**src/design/assert_macros.svh**
```systemverilog
// ----------------------------------------------------------------------------
// assertion macros
// shared concurrent assertion forms, sampled on clk and disabled in rst
// ----------------------------------------------------------------------------
`ifndef ASSERT_MACROS_SVH
`define ASSERT_MACROS_SVH

// consequent checked in the same cycle
`define GSPI_ASSERT_NOW(label, ante, cons, msg) \
  label: assert property (@(posedge clk) disable iff (rst) (ante) |-> (cons)) \
    else $error(msg);

// consequent checked in the cycle after the antecedent
`define GSPI_ASSERT_NEXT(label, ante, cons, msg) \
  label: assert property (@(posedge clk) disable iff (rst) (ante) |=> (cons)) \
    else $error(msg);

`endif

```
**src/design/gspi_pkg.sv**
```systemverilog
// ----------------------------------------------------------------------------
// gspi_pkg
// types, widths, constants and sequencer op codes of the pi speed loop
// ----------------------------------------------------------------------------
package gspi_pkg;

  // field and datapath widths
  localparam int SPEED_W    = 14;
  localparam int ERR_W      = 15;
  localparam int AC_W       = 10;
  localparam int FAC_W      = 18;
  localparam int MA_W       = 37;
  localparam int MB_W       = 19;
  localparam int PROD_W     = MA_W + MB_W;
  localparam int FV_W       = 40;
  localparam int SUM_W      = 36;
  localparam int KP_W       = 23;
  localparam int KI_W       = 26;
  localparam int KI_LO_W    = 13;
  localparam int ACC_W      = 62;
  localparam int P_W        = 22;
  localparam int IT_W       = 30;
  localparam int DRV_W      = 13;
  localparam int OSUM_W     = 31;
  localparam int CFG_IDX_W  = 3;
  localparam int CFG_DATA_W = 24;

  // register indexes
  localparam logic [CFG_IDX_W-1:0] REG_ERR_WINDOW = 3'd0;
  localparam logic [CFG_IDX_W-1:0] REG_SUM_LIMIT  = 3'd1;
  localparam logic [CFG_IDX_W-1:0] REG_OUT_POS    = 3'd2;
  localparam logic [CFG_IDX_W-1:0] REG_OUT_NEG    = 3'd3;
  localparam logic [CFG_IDX_W-1:0] REG_KP_BASE    = 3'd4;
  localparam logic [CFG_IDX_W-1:0] REG_KI_BASE    = 3'd5;
  localparam logic [CFG_IDX_W-1:0] REG_BUS_SCALE  = 3'd6;

  // gain schedule slopes, q32
  localparam logic signed [MA_W-1:0] K_KPN = MA_W'(1216764);
  localparam logic signed [MA_W-1:0] K_KIN = MA_W'(2075758);
  localparam logic signed [MA_W-1:0] K_KPE = MA_W'(9543417);
  localparam logic signed [MA_W-1:0] K_SKE = MA_W'(-4771709);

  // gain schedule offsets and clamps, q32
  localparam logic signed [FV_W-1:0] B_KPN  = FV_W'(-64'sd572519141);
  localparam logic signed [FV_W-1:0] B_KIN  = FV_W'(-64'sd787267505);
  localparam logic signed [FV_W-1:0] B_KPE  = FV_W'(64'sd3340625563);
  localparam logic signed [FV_W-1:0] B_SKE  = FV_W'(64'sd4771708666);
  localparam logic signed [FV_W-1:0] LO_KPN = FV_W'(64'sd644245094);
  localparam logic signed [FV_W-1:0] HI_KPN = FV_W'(64'sd4294967296);
  localparam logic signed [FV_W-1:0] LO_KIN = FV_W'(64'sd1288490189);
  localparam logic signed [FV_W-1:0] HI_KIN = FV_W'(64'sd7516192768);
  localparam logic signed [FV_W-1:0] LO_KPE = FV_W'(64'sd4294967296);
  localparam logic signed [FV_W-1:0] HI_KPE = FV_W'(64'sd12884901888);
  localparam logic signed [FV_W-1:0] LO_SKE = FV_W'(64'sd0);
  localparam logic signed [FV_W-1:0] HI_SKE = FV_W'(64'sd4294967296);

  // error magnitude clamp for the error-driven factors
  localparam logic [AC_W-1:0] ERR_LO = AC_W'(100);
  localparam logic [AC_W-1:0] ERR_HI = AC_W'(1000);

  // sequencer op codes, used both for the multiplier issue and the writeback
  typedef logic [3:0] op_t;
  localparam op_t OP_NONE = 4'd0;
  localparam op_t OP_KPN  = 4'd1;
  localparam op_t OP_KIN  = 4'd2;
  localparam op_t OP_KPE  = 4'd3;
  localparam op_t OP_SKE  = 4'd4;
  localparam op_t OP_KB   = 4'd5;
  localparam op_t OP_KIB  = 4'd6;
  localparam op_t OP_KP1  = 4'd7;
  localparam op_t OP_KI1  = 4'd8;
  localparam op_t OP_KP2  = 4'd9;
  localparam op_t OP_INC  = 4'd10;
  localparam op_t OP_P    = 4'd11;
  localparam op_t OP_IH   = 4'd12;
  localparam op_t OP_IL   = 4'd13;
  localparam op_t OP_ITR  = 4'd14;
  localparam op_t OP_OUT  = 4'd15;

  typedef struct packed {
    logic               load;
    op_t                mul_op;
    op_t                wb_op;
  } cmd_t;

  typedef struct packed {
    logic [ERR_W-1:0]        err_window;
    logic [22:0]             sum_limit;
    logic signed [DRV_W-1:0] out_pos_limit;
    logic signed [DRV_W-1:0] out_neg_limit;
    logic [19:0]             kp_base;
    logic [23:0]             ki_base;
    logic [16:0]             bus_scale;
  } cfg_t;

  typedef struct packed {
    logic [SPEED_W-1:0] target_speed;
    logic [SPEED_W-1:0] measured_speed;
  } in_item_t;

  typedef struct packed {
    logic signed [DRV_W-1:0] drive;
    logic                    clamped;
    logic                    in_window;
  } out_item_t;

endpackage

```
**src/design/gspi_regs.sv**
```systemverilog
// ----------------------------------------------------------------------------
// gspi_regs
// configuration register file, write only, with reset defaults
// ----------------------------------------------------------------------------
module gspi_regs import gspi_pkg::*; (
  input  logic                  clk,
  input  logic                  rst,
  input  logic                  cfg_wr_en,
  input  logic [CFG_IDX_W-1:0]  cfg_addr,
  input  logic [CFG_DATA_W-1:0] cfg_wdata,
  output cfg_t                  cfg
);

  // register writes, indexes past the list are dropped
  always_ff @(posedge clk) begin
    if (rst) begin
      cfg.err_window    <= ERR_W'(2000);
      cfg.sum_limit     <= 23'(801283);
      cfg.out_pos_limit <= DRV_W'(1100);
      cfg.out_neg_limit <= DRV_W'(-400);
      cfg.kp_base       <= 20'(19661);
      cfg.ki_base       <= 24'(40265);
      cfg.bus_scale     <= 17'(52036);
    end else if (cfg_wr_en) begin
      case (cfg_addr)
        REG_ERR_WINDOW: cfg.err_window    <= cfg_wdata[ERR_W-1:0];
        REG_SUM_LIMIT:  cfg.sum_limit     <= cfg_wdata[22:0];
        REG_OUT_POS:    cfg.out_pos_limit <= cfg_wdata[DRV_W-1:0];
        REG_OUT_NEG:    cfg.out_neg_limit <= cfg_wdata[DRV_W-1:0];
        REG_KP_BASE:    cfg.kp_base       <= cfg_wdata[19:0];
        REG_KI_BASE:    cfg.ki_base       <= cfg_wdata[23:0];
        REG_BUS_SCALE:  cfg.bus_scale     <= cfg_wdata[16:0];
        default: ;
      endcase
    end
  end

endmodule

```
**src/design/gspi_ctrl.sv**
```systemverilog
// ----------------------------------------------------------------------------
// gspi_ctrl
// sequencer: steps the shared multiplier through one sample, owns the handshakes
// ----------------------------------------------------------------------------
`include "assert_macros.svh"

module gspi_ctrl import gspi_pkg::*; (
  input  logic clk,
  input  logic rst,
  input  logic in_valid,
  output logic in_ready,
  output logic out_valid,
  input  logic out_ready,
  output cmd_t cmd
);

  localparam logic [1:0] ST_IDLE = 2'd0;
  localparam logic [1:0] ST_RUN  = 2'd1;
  localparam logic [1:0] ST_DONE = 2'd2;
  localparam logic [3:0] LAST_STEP = 4'd14;

  logic [1:0] state, state_next;
  logic [3:0] step, step_next;
  logic       fin;
  logic       accept;

  // result slot free or being emptied this cycle
  assign fin      = (state == ST_DONE) && (!out_valid || out_ready);
  assign in_ready = (state == ST_IDLE) || fin;
  assign accept   = in_valid && in_ready;

  // next state
  always_comb begin
    state_next = state;
    step_next  = step;
    case (state)
      ST_IDLE: begin
        if (accept) begin
          state_next = ST_RUN;
          step_next  = '0;
        end
      end
      ST_RUN: begin
        if (step == LAST_STEP) begin
          state_next = ST_DONE;
        end else begin
          step_next = step + 4'd1;
        end
      end
      ST_DONE: begin
        if (accept) begin
          state_next = ST_RUN;
          step_next  = '0;
        end else if (fin) begin
          state_next = ST_IDLE;
        end
      end
      default: begin
        state_next = ST_IDLE;
        step_next  = '0;
      end
    endcase
  end

  always_ff @(posedge clk) begin
    if (rst) begin
      state     <= ST_IDLE;
      step      <= '0;
      out_valid <= 1'b0;
    end else begin
      state <= state_next;
      step  <= step_next;
      if (fin) begin
        out_valid <= 1'b1;
      end else if (out_ready) begin
        out_valid <= 1'b0;
      end
    end
  end

  // step schedule: issue one product, write back the one issued in the step before
  always_comb begin
    cmd.load   = accept;
    cmd.mul_op = OP_NONE;
    cmd.wb_op  = fin ? OP_OUT : OP_NONE;
    if (state == ST_RUN) begin
      case (step)
        4'd0:  begin cmd.mul_op = OP_KPN;  cmd.wb_op = OP_NONE; end
        4'd1:  begin cmd.mul_op = OP_KIN;  cmd.wb_op = OP_KPN;  end
        4'd2:  begin cmd.mul_op = OP_KPE;  cmd.wb_op = OP_KIN;  end
        4'd3:  begin cmd.mul_op = OP_SKE;  cmd.wb_op = OP_KPE;  end
        4'd4:  begin cmd.mul_op = OP_KB;   cmd.wb_op = OP_SKE;  end
        4'd5:  begin cmd.mul_op = OP_KIB;  cmd.wb_op = OP_KB;   end
        4'd6:  begin cmd.mul_op = OP_KP1;  cmd.wb_op = OP_KIB;  end
        4'd7:  begin cmd.mul_op = OP_KI1;  cmd.wb_op = OP_KP1;  end
        4'd8:  begin cmd.mul_op = OP_KP2;  cmd.wb_op = OP_KI1;  end
        4'd9:  begin cmd.mul_op = OP_INC;  cmd.wb_op = OP_KP2;  end
        4'd10: begin cmd.mul_op = OP_P;    cmd.wb_op = OP_INC;  end
        4'd11: begin cmd.mul_op = OP_IH;   cmd.wb_op = OP_P;    end
        4'd12: begin cmd.mul_op = OP_IL;   cmd.wb_op = OP_IH;   end
        4'd13: begin cmd.mul_op = OP_NONE; cmd.wb_op = OP_IL;   end
        4'd14: begin cmd.mul_op = OP_NONE; cmd.wb_op = OP_ITR;  end
        default: begin cmd.mul_op = OP_NONE; cmd.wb_op = OP_NONE; end
      endcase
    end
  end

  // checks
  `GSPI_ASSERT_NEXT(a_accept_starts, in_valid && in_ready, state == ST_RUN && step == 4'd0, "accepted beat did not start the sequence")
  `GSPI_ASSERT_NEXT(a_stall_holds, state == ST_DONE && out_valid && !out_ready, state == ST_DONE && out_valid, "finished sample lost under stall")
  `GSPI_ASSERT_NOW(a_busy_not_ready, state == ST_RUN, !in_ready, "ready raised mid sequence")

endmodule

```
**src/design/gspi_dp.sv**
```systemverilog
// ----------------------------------------------------------------------------
// gspi_dp
// datapath: error stage, one shared 37x19 multiplier, gain and integral regs
// ----------------------------------------------------------------------------
`include "assert_macros.svh"

module gspi_dp import gspi_pkg::*; (
  input  logic      clk,
  input  logic      rst,
  input  in_item_t  in_data,
  input  cfg_t      cfg,
  input  cmd_t      cmd,
  output out_item_t out_data
);

  // per-sample registers
  logic [SPEED_W-1:0]      tgt;
  logic signed [ERR_W-1:0] e;
  logic [AC_W-1:0]         ac;
  logic                    inwin;
  logic [FAC_W-1:0]        kpn, kin, kpe, ske;
  logic [KP_W-1:0]         kt;
  logic [KI_W-1:0]         ki;
  logic signed [ACC_W-1:0] acc;
  logic signed [P_W-1:0]   p;
  logic signed [IT_W-1:0]  itrm;
  logic signed [PROD_W-1:0] prod;

  // integral state, kept across samples
  logic signed [SUM_W-1:0] integral;

  // error, magnitude, window test and clamped magnitude of the incoming beat
  logic signed [ERR_W-1:0] e_in;
  logic [ERR_W-1:0]        ae_in;
  logic [AC_W-1:0]         ac_in;

  assign e_in  = $signed({1'b0, in_data.target_speed}) - $signed({1'b0, in_data.measured_speed});
  assign ae_in = e_in[ERR_W-1] ? ERR_W'(-e_in) : ERR_W'(e_in);

  always_comb begin
    if (ae_in < ERR_W'(ERR_LO)) begin
      ac_in = ERR_LO;
    end else if (ae_in > ERR_W'(ERR_HI)) begin
      ac_in = ERR_HI;
    end else begin
      ac_in = ae_in[AC_W-1:0];
    end
  end

  always_ff @(posedge clk) begin
    if (cmd.load) begin
      tgt   <= in_data.target_speed;
      e     <= e_in;
      ac    <= ac_in;
      inwin <= ae_in < cfg.err_window;
    end
  end

  // shared multiplier operand select
  logic signed [MA_W-1:0] mul_a;
  logic signed [MB_W-1:0] mul_b;

  always_comb begin
    mul_a = '0;
    mul_b = '0;
    case (cmd.mul_op)
      OP_KPN: begin mul_a = K_KPN; mul_b = MB_W'(tgt); end
      OP_KIN: begin mul_a = K_KIN; mul_b = MB_W'(tgt); end
      OP_KPE: begin mul_a = K_KPE; mul_b = MB_W'(ac); end
      OP_SKE: begin mul_a = K_SKE; mul_b = MB_W'(ac); end
      OP_KB:  begin mul_a = MA_W'(cfg.kp_base); mul_b = MB_W'(cfg.bus_scale); end
      OP_KIB: begin mul_a = MA_W'(cfg.ki_base); mul_b = MB_W'(cfg.bus_scale); end
      OP_KP1: begin mul_a = MA_W'(kt); mul_b = MB_W'(kpe); end
      OP_KI1: begin mul_a = MA_W'(ki); mul_b = MB_W'(kin); end
      OP_KP2: begin mul_a = MA_W'(kt); mul_b = MB_W'(kpn); end
      OP_INC: begin mul_a = MA_W'(e); mul_b = MB_W'(ske); end
      OP_P:   begin mul_a = MA_W'(kt); mul_b = MB_W'(e); end
      OP_IH:  begin mul_a = MA_W'(integral); mul_b = MB_W'(ki[KI_W-1:KI_LO_W]); end
      OP_IL:  begin mul_a = MA_W'(integral); mul_b = MB_W'(ki[KI_LO_W-1:0]); end
      default: begin mul_a = '0; mul_b = '0; end
    endcase
  end

  always_ff @(posedge clk) begin
    prod <= mul_a * mul_b;
  end

  // piecewise-linear factor: offset, clamp, drop to q16
  logic signed [FV_W-1:0] fb, flo, fhi, fv, fc;
  logic [FAC_W-1:0]       fac;

  always_comb begin
    case (cmd.wb_op)
      OP_KPN:  begin fb = B_KPN; flo = LO_KPN; fhi = HI_KPN; end
      OP_KIN:  begin fb = B_KIN; flo = LO_KIN; fhi = HI_KIN; end
      OP_KPE:  begin fb = B_KPE; flo = LO_KPE; fhi = HI_KPE; end
      default: begin fb = B_SKE; flo = LO_SKE; fhi = HI_SKE; end
    endcase
    fv = $signed(prod[FV_W-1:0]) + fb;
    if (fv > fhi) begin
      fc = fhi;
    end else if (fv < flo) begin
      fc = flo;
    end else begin
      fc = fv;
    end
    fac = fc[FAC_W+15:16];
  end

  // integral increment, truncated toward zero to q8
  logic signed [31:0]       inc_raw, inc_bias;
  logic signed [23:0]       inc;
  logic signed [SUM_W-1:0]  lim_s;
  logic                     grow;

  assign inc_raw  = prod[31:0];
  assign inc_bias = inc_raw + (inc_raw[31] ? 32'sd255 : 32'sd0);
  assign inc      = inc_bias[31:8];
  assign lim_s    = $signed({{(SUM_W-31){1'b0}}, cfg.sum_limit, 8'd0});
  assign grow     = (e > 15'sd0 && integral < lim_s) || (e < 15'sd0 && integral > -lim_s);

  // proportional term, truncated toward zero to an integer
  logic signed [P_W+15:0] p_raw, p_bias;

  assign p_raw  = prod[P_W+15:0];
  assign p_bias = p_raw + (p_raw[P_W+15] ? (P_W+16)'(65535) : (P_W+16)'(0));

  // integral term, truncated toward zero to an integer
  logic signed [ACC_W-1:0] it_bias;

  assign it_bias = acc + (acc[ACC_W-1] ? ACC_W'(64'sd4294967295) : ACC_W'(0));

  // output sum and clamp, upper limit tested first
  logic signed [OSUM_W-1:0] osum;
  logic signed [OSUM_W-1:0] pos_x, neg_x;

  assign osum  = OSUM_W'(p) + OSUM_W'(itrm);
  assign pos_x = OSUM_W'(cfg.out_pos_limit);
  assign neg_x = OSUM_W'(cfg.out_neg_limit);

  // writeback of the product issued in the step before, plus the integral term and output
  always_ff @(posedge clk) begin
    case (cmd.wb_op)
      OP_KPN: kpn <= fac;
      OP_KIN: kin <= fac;
      OP_KPE: kpe <= fac;
      OP_SKE: ske <= fac;
      OP_KB:  kt  <= KP_W'(prod[36:16]);
      OP_KIB: ki  <= KI_W'(prod[40:16]);
      OP_KP1: kt  <= prod[KP_W+15:16];
      OP_KI1: ki  <= prod[KI_W+15:16];
      OP_KP2: kt  <= prod[KP_W+15:16];
      // proportional action is off outside the window
      OP_P:   p   <= inwin ? p_bias[P_W+15:16] : '0;
      OP_IH:  acc <= {prod[ACC_W-KI_LO_W-1:0], {KI_LO_W{1'b0}}};
      OP_IL:  acc <= acc + ACC_W'(prod);
      OP_ITR: itrm <= it_bias[ACC_W-1:32];
      OP_OUT: begin
        out_data.in_window <= inwin;
        if (osum > pos_x) begin
          out_data.drive   <= cfg.out_pos_limit;
          out_data.clamped <= 1'b1;
        end else if (osum < neg_x) begin
          out_data.drive   <= cfg.out_neg_limit;
          out_data.clamped <= 1'b1;
        end else begin
          out_data.drive   <= osum[DRV_W-1:0];
          out_data.clamped <= 1'b0;
        end
      end
      default: ;
    endcase
  end

  // integral update: accumulate inside the window while within the sum limit, clear outside it
  always_ff @(posedge clk) begin
    if (rst) begin
      integral <= '0;
    end else if (cmd.wb_op == OP_INC) begin
      if (!inwin) begin
        integral <= '0;
      end else if (grow) begin
        integral <= integral + SUM_W'(inc);
      end
    end
  end

  // checks
  `GSPI_ASSERT_NEXT(a_window_clears, cmd.wb_op == OP_INC && !inwin, integral == '0, "integral not cleared outside window")
  `GSPI_ASSERT_NEXT(a_p_off_outside, cmd.wb_op == OP_P && !inwin, p == '0, "proportional term live outside window")
  `GSPI_ASSERT_NOW(a_kpe_range, cmd.wb_op == OP_KPE, fac >= FAC_W'(65536) && fac <= FAC_W'(196608), "error gain factor out of range")

endmodule

```
**src/design/gain_scheduled_pi_speed_loop_top.sv**
```systemverilog
// ----------------------------------------------------------------------------
// gain_scheduled_pi_speed_loop_top
// gain-scheduled pi speed controller with clamped output
// ----------------------------------------------------------------------------
// usage:
//   in channel (in_valid/in_ready/in_data) takes one beat per control period
//   holding target and measured speed. out channel (out_valid/out_ready/
//   out_data) returns one beat per input: drive, clamped and in_window.
//   config is a plain write port (cfg_wr_en, cfg_addr, cfg_wdata); write
//   only while no sample is in flight.
// sequencing:
//   the result is produced by the sequencer, which runs 15 steps through a
//   single shared 37x19 multiplier, then sums, clamps and loads the output
//   register. a new beat is taken only once the previous sample's result is
//   being loaded, so only one sample is in flight at a time.
// reset:
//   rst returns all config registers to their defaults, clears the integral
//   and drops any pending result.
// stall:
//   a finished result sits in the output register until taken; the next
//   input beat is accepted meanwhile and its work holds in the done state,
//   after the last step, until the output register frees up.
// ----------------------------------------------------------------------------
module gain_scheduled_pi_speed_loop_top import gspi_pkg::*; (
  input  logic                  clk,
  input  logic                  rst,
  input  logic                  cfg_wr_en,
  input  logic [CFG_IDX_W-1:0]  cfg_addr,
  input  logic [CFG_DATA_W-1:0] cfg_wdata,
  input  logic                  in_valid,
  output logic                  in_ready,
  input  in_item_t              in_data,
  output logic                  out_valid,
  input  logic                  out_ready,
  output out_item_t             out_data
);

  cfg_t cfg;
  cmd_t cmd;

  // configuration registers
  gspi_regs u_regs (
    .clk       (clk),
    .rst       (rst),
    .cfg_wr_en (cfg_wr_en),
    .cfg_addr  (cfg_addr),
    .cfg_wdata (cfg_wdata),
    .cfg       (cfg)
  );

  // sequencer
  gspi_ctrl u_ctrl (
    .clk       (clk),
    .rst       (rst),
    .in_valid  (in_valid),
    .in_ready  (in_ready),
    .out_valid (out_valid),
    .out_ready (out_ready),
    .cmd       (cmd)
  );

  // arithmetic
  gspi_dp u_dp (
    .clk      (clk),
    .rst      (rst),
    .in_data  (in_data),
    .cfg      (cfg),
    .cmd      (cmd),
    .out_data (out_data)
  );

endmodule
```
**config.mk**
```make
export PLATFORM = sky130hd
export DESIGN_NAME = gain_scheduled_pi_speed_loop_top
export DESIGN_NICKNAME = d
export VERILOG_FILES = /design/src/design/gspi_pkg.sv /design/src/design/gspi_regs.sv /design/src/design/gspi_ctrl.sv /design/src/design/gspi_dp.sv /design/src/design/gain_scheduled_pi_speed_loop_top.sv
export VERILOG_INCLUDE_DIRS = /design/src /design/src/design
export SDC_FILE = /design/constraint.sdc
export NUM_CORES = 2
export LEC_CHECK = 0
export BUFFER_PORTS_ARGS = -buffer_cell sky130_fd_sc_hd__buf_2
export CORE_ASPECT_RATIO = 0.5
export CORE_MARGIN = 2
export CORE_UTILIZATION = 50
export CTS_CLUSTER_SIZE = 25
export DETAILED_ROUTE_END_ITERATION = 10
export PLACE_DENSITY = 0.76
export REMOVE_ABC_BUFFERS = 1
export SLEW_MARGIN = 0
export SYNTH_ARGS = -nofsm -noshare
export SYNTH_HDL_FRONTEND = slang
export SYNTH_SLANG_ARGS = --single-unit
```
**constraint.sdc**
```tcl
create_clock -name clk -period 13.4 [get_ports clk]
set_clock_uncertainty 0.2 [all_clocks]
set_input_delay 0.67 -clock clk [delete_from_list [all_inputs] [get_ports clk]]
set_output_delay 0.67 -clock clk [all_outputs]
set_load 0.05 [all_outputs]
```
==> run summary <==
Synth Register Bits -> 522
Startpoint Class -> register
CTS root buf -> clkbuf_16
Largest net degree at the start of global routing -> 109
Port bufs -> 76
Syn-to-layout area delta -> 7.59%
Worst r2r src -> u_ctrl.state[0]
# setup viols final -> 0
Part of the power in registers -> 30.7%
Reg-to-Reg End -> u_dp.prod[55]
Int Pwr -> 3.58 mW
Placed inst area -> 0.0620 mm²
Vias in the first global route -> 48600
Ys flop type -> edfxtp_1
Critical path depth in cells -> 33
WP buf/inv -> 7
Hold Crit Class -> in -> reg
Congestion Overflow GR -> 0
Fmax -> 84.2 MHz
CTS HTree Levels -> 2
P per Cell Area -> 94.0 mW/mm²
DR vias/cell -> 6.13
Final Cycle Share -> 88.6%
Crit path max-delay family -> adder cells
Post-layout net count -> 7912
Max Slew Vio Count -> 0
Hold-fix buffers, CTS -> 0
Max cap viols -> 0
CTS max path bufs -> 3
Setup tns final -> 0 ns
Worst R2R Path Depth -> 33
Min Hold Slack -> 0.0310 ns
Clk pwr share -> 28.1%
Worst Setup End Kind -> register
ANT nets after route -> 0
Sw Pwr -> 2.43 mW
Crit-path max FO -> 26
WP data required -> 13.77 ns
Peak supply drop -> 108 µV
Share of cells above drive strength 1 -> 5.75%
First-pass GRT wire length -> 310000 µm
Die area -> 0.122 mm²
Number of flops mapped to enable cells by yosys -> 290
Gate power share -> 41.2%
Total power -> 6.01 mW
Drt initial violations -> 6451
WL/cell -> 25.1 µm
CTS buffer count -> 56
Post-synth ARST share -> 0%
Critical Path AT -> 12.24 ns
Skew-Pair Late Insertion Delay -> 0.66 ns
Synth unique cells -> 88
Final hold viol count -> 0
Row count -> 89
Ys Warns -> 0
Status -> finished clean
Max incr delay on CP -> 0.73 ns
Core Footprint -> 0.118 mm²
Cells after Synth -> 6646
Clk pin slew, worst setup/hold paths -> 0.06 ns
Starting density of the core -> 50.4%
Buffers inserted by post-CTS timing repair -> 0
Clock sinks -> 522
Hpwl dp -> 160000 µm
Design area -> 0.0640 mm²
Initial antenna violation count -> 14
Die Wd -> 492 µm
Die H -> 248 µm
Pre-antenna DRT Iters -> 8
Worst Setup SP -> u_ctrl.state[0]
Max_slew headroom -> 8.79%
Critical path class -> reg -> reg
P_leak -> 29.7 nW
Drt total wl -> 208000 µm
I/O pin count -> 77
Syn Area/Cell -> 8.94 µm²
Post-Synthesis Cell Area -> 0.0594 mm²
End of the critical path -> u_dp.prod[55]
Total number of vias -> 50800
CTS tree -> done
Post-CTS sizing -> 0
Hold depth -> 1
Slowest cell on crit path -> and2_1
RSZ-0062 raised after global routing -> no
Sw Share -> 40.4%
Final Util -> 54.2%
CP most frequent cell -> fa_1
Total global-route track usage -> 34.1%
GPL Wtd Cong -> 1.03
DRC -> 0
Worst-Margin Slew -> 1.36 ns
Flop-to-flop setup slack -> 1.53 ns
Sequential share of the synthesized area -> 22.5%
Commonest non-fill, non-tap cell in the layout -> nand2_1
Commonest non-fill, non-tap cells in the layout -> 964 x nand2_1, 827 x inv_1, 667 x fa_1
Tmin final -> 11.87 ns
## layout make-up
class | instances | area, µm²
clock buffers | 78 | 1530
fillers | 10700 | 54000
well taps | 1592 | 1990
flip-flops and latches | 522 | 13400
diodes | 5 | 12.5
inverters | 829 | 3110
repair buffers | 204 | 1340
clock inverters | 28 | 398
multi-input cells | 5031 | 42200
## state kept, by name, summed over array words and instances (netlist names), 14 cells and up, named ones only
| signal | flops |
|---|---|
| u_dp.kpe | 18 |
| u_regs.cfg | 125 |
| u_dp.acc | 62 |
| u_dp.e | 15 |
| u_dp.kt | 23 |
| u_dp.integral | 36 |
| u_dp.out_data | 15 |
| u_dp.kin | 18 |
| u_dp.prod | 56 |
| u_dp.kpn | 18 |
| u_dp.itrm | 30 |
| u_dp.ki | 26 |
| u_dp.ske | 18 |
| u_dp.p | 22 |
| u_dp.tgt | 14 |
## how the worst min path moves through the flow
stage / slack (ns) / startpoint / end
after floorplan: 0.23 / u_regs.cfg[110] / u_regs.cfg[110]
after global placement: 0.24 / u_regs.cfg[112] / u_regs.cfg[112]
after detailed placement: 0.25 / u_regs.cfg[121] / u_regs.cfg[121]
after CTS: 0.02 / in_data[14] / u_dp.tgt[0]
after global routing: 0.02 / in_data[14] / u_dp.tgt[0]
final: 0.03 / in_data[14] / u_dp.tgt[0]
## layer usage
metal | part of all wire [%] | vias to the layer above | track usage (%)
met3 | 14 | 503 | 8.13
met4 | 4.7 | 4 | 14.0
met5 | 0.013 | - | 0
met2 | 40 | 3080 | 48.9
li1 | - | 22400 | -
met1 | 42 | 24800 | 49.2
## stage by stage
step	std cells	setup WS (ns)
6_report	8289	1.53
5_1_grt	8285	1.03
4_1_cts	8284	1.71
3_5_place_dp	8178	1.78
3_3_place_gp	8178	1.96
2_1_floorplan	6382	2.75
## Yosys cell counts (18+ instances only)
cell type	instances	area, µm²
fa_1	667	13400
nor2_1	437	1640
nand2b_1	78	488
nand3_1	112	561
and2_1	89	557
nand4_1	71	444
a221oi_1	22	193
inv_1	827	3100
o21ai_0	224	1120
ha_1	541	6770
a211oi_1	51	383
a21o_1	182	1370
or3_1	21	131
xor2_1	115	1010
clkbuf_1	253	950
edfxtp_1	290	8710
nand3b_1	66	495
o21bai_1	28	210
nand2_1	965	3620
a22oi_1	64	480
xnor2_1	202	1770
a22o_1	21	184
and3_1	43	269
mux2i_1	50	500
a2111oi_0	18	158
o21a_1	54	405
a31oi_1	31	194
dfxtp_1	232	4640
nor2b_1	73	457
o211ai_1	27	203
o31ai_1	23	173
nor4_1	26	163
a211o_1	36	315
nor3_1	88	440
a21oi_1	387	1940
## power groups by stage
stage | Sequential, mW | Combinational [mW] | Clock [mW]
detailed placement | 1.87 | 2.37 | 0
finish | 1.84 | 2.48 | 1.69
floorplan | 1.90 | 1.50 | 0
global route | 1.85 | 2.67 | 1.76
global placement | 1.87 | 2.35 | 0
CTS | 1.84 | 2.39 | 1.69
## logic make-up (layout without fill, tap and decap cells)
logic type	Yosys count	after routing	synth area share, %
fa+ha+maj	1208	1208	33.8
compound gates	1307	1307	14.5
xor+xnor	317	317	4.67
other cells	0	5	0
simple gates	2141	2141	16.6
buf+inv	1093	1139	6.91
flops	522	522	22.5
mux	58	58	0.993
Note: power is estimated with default switching activity, not from simulation.
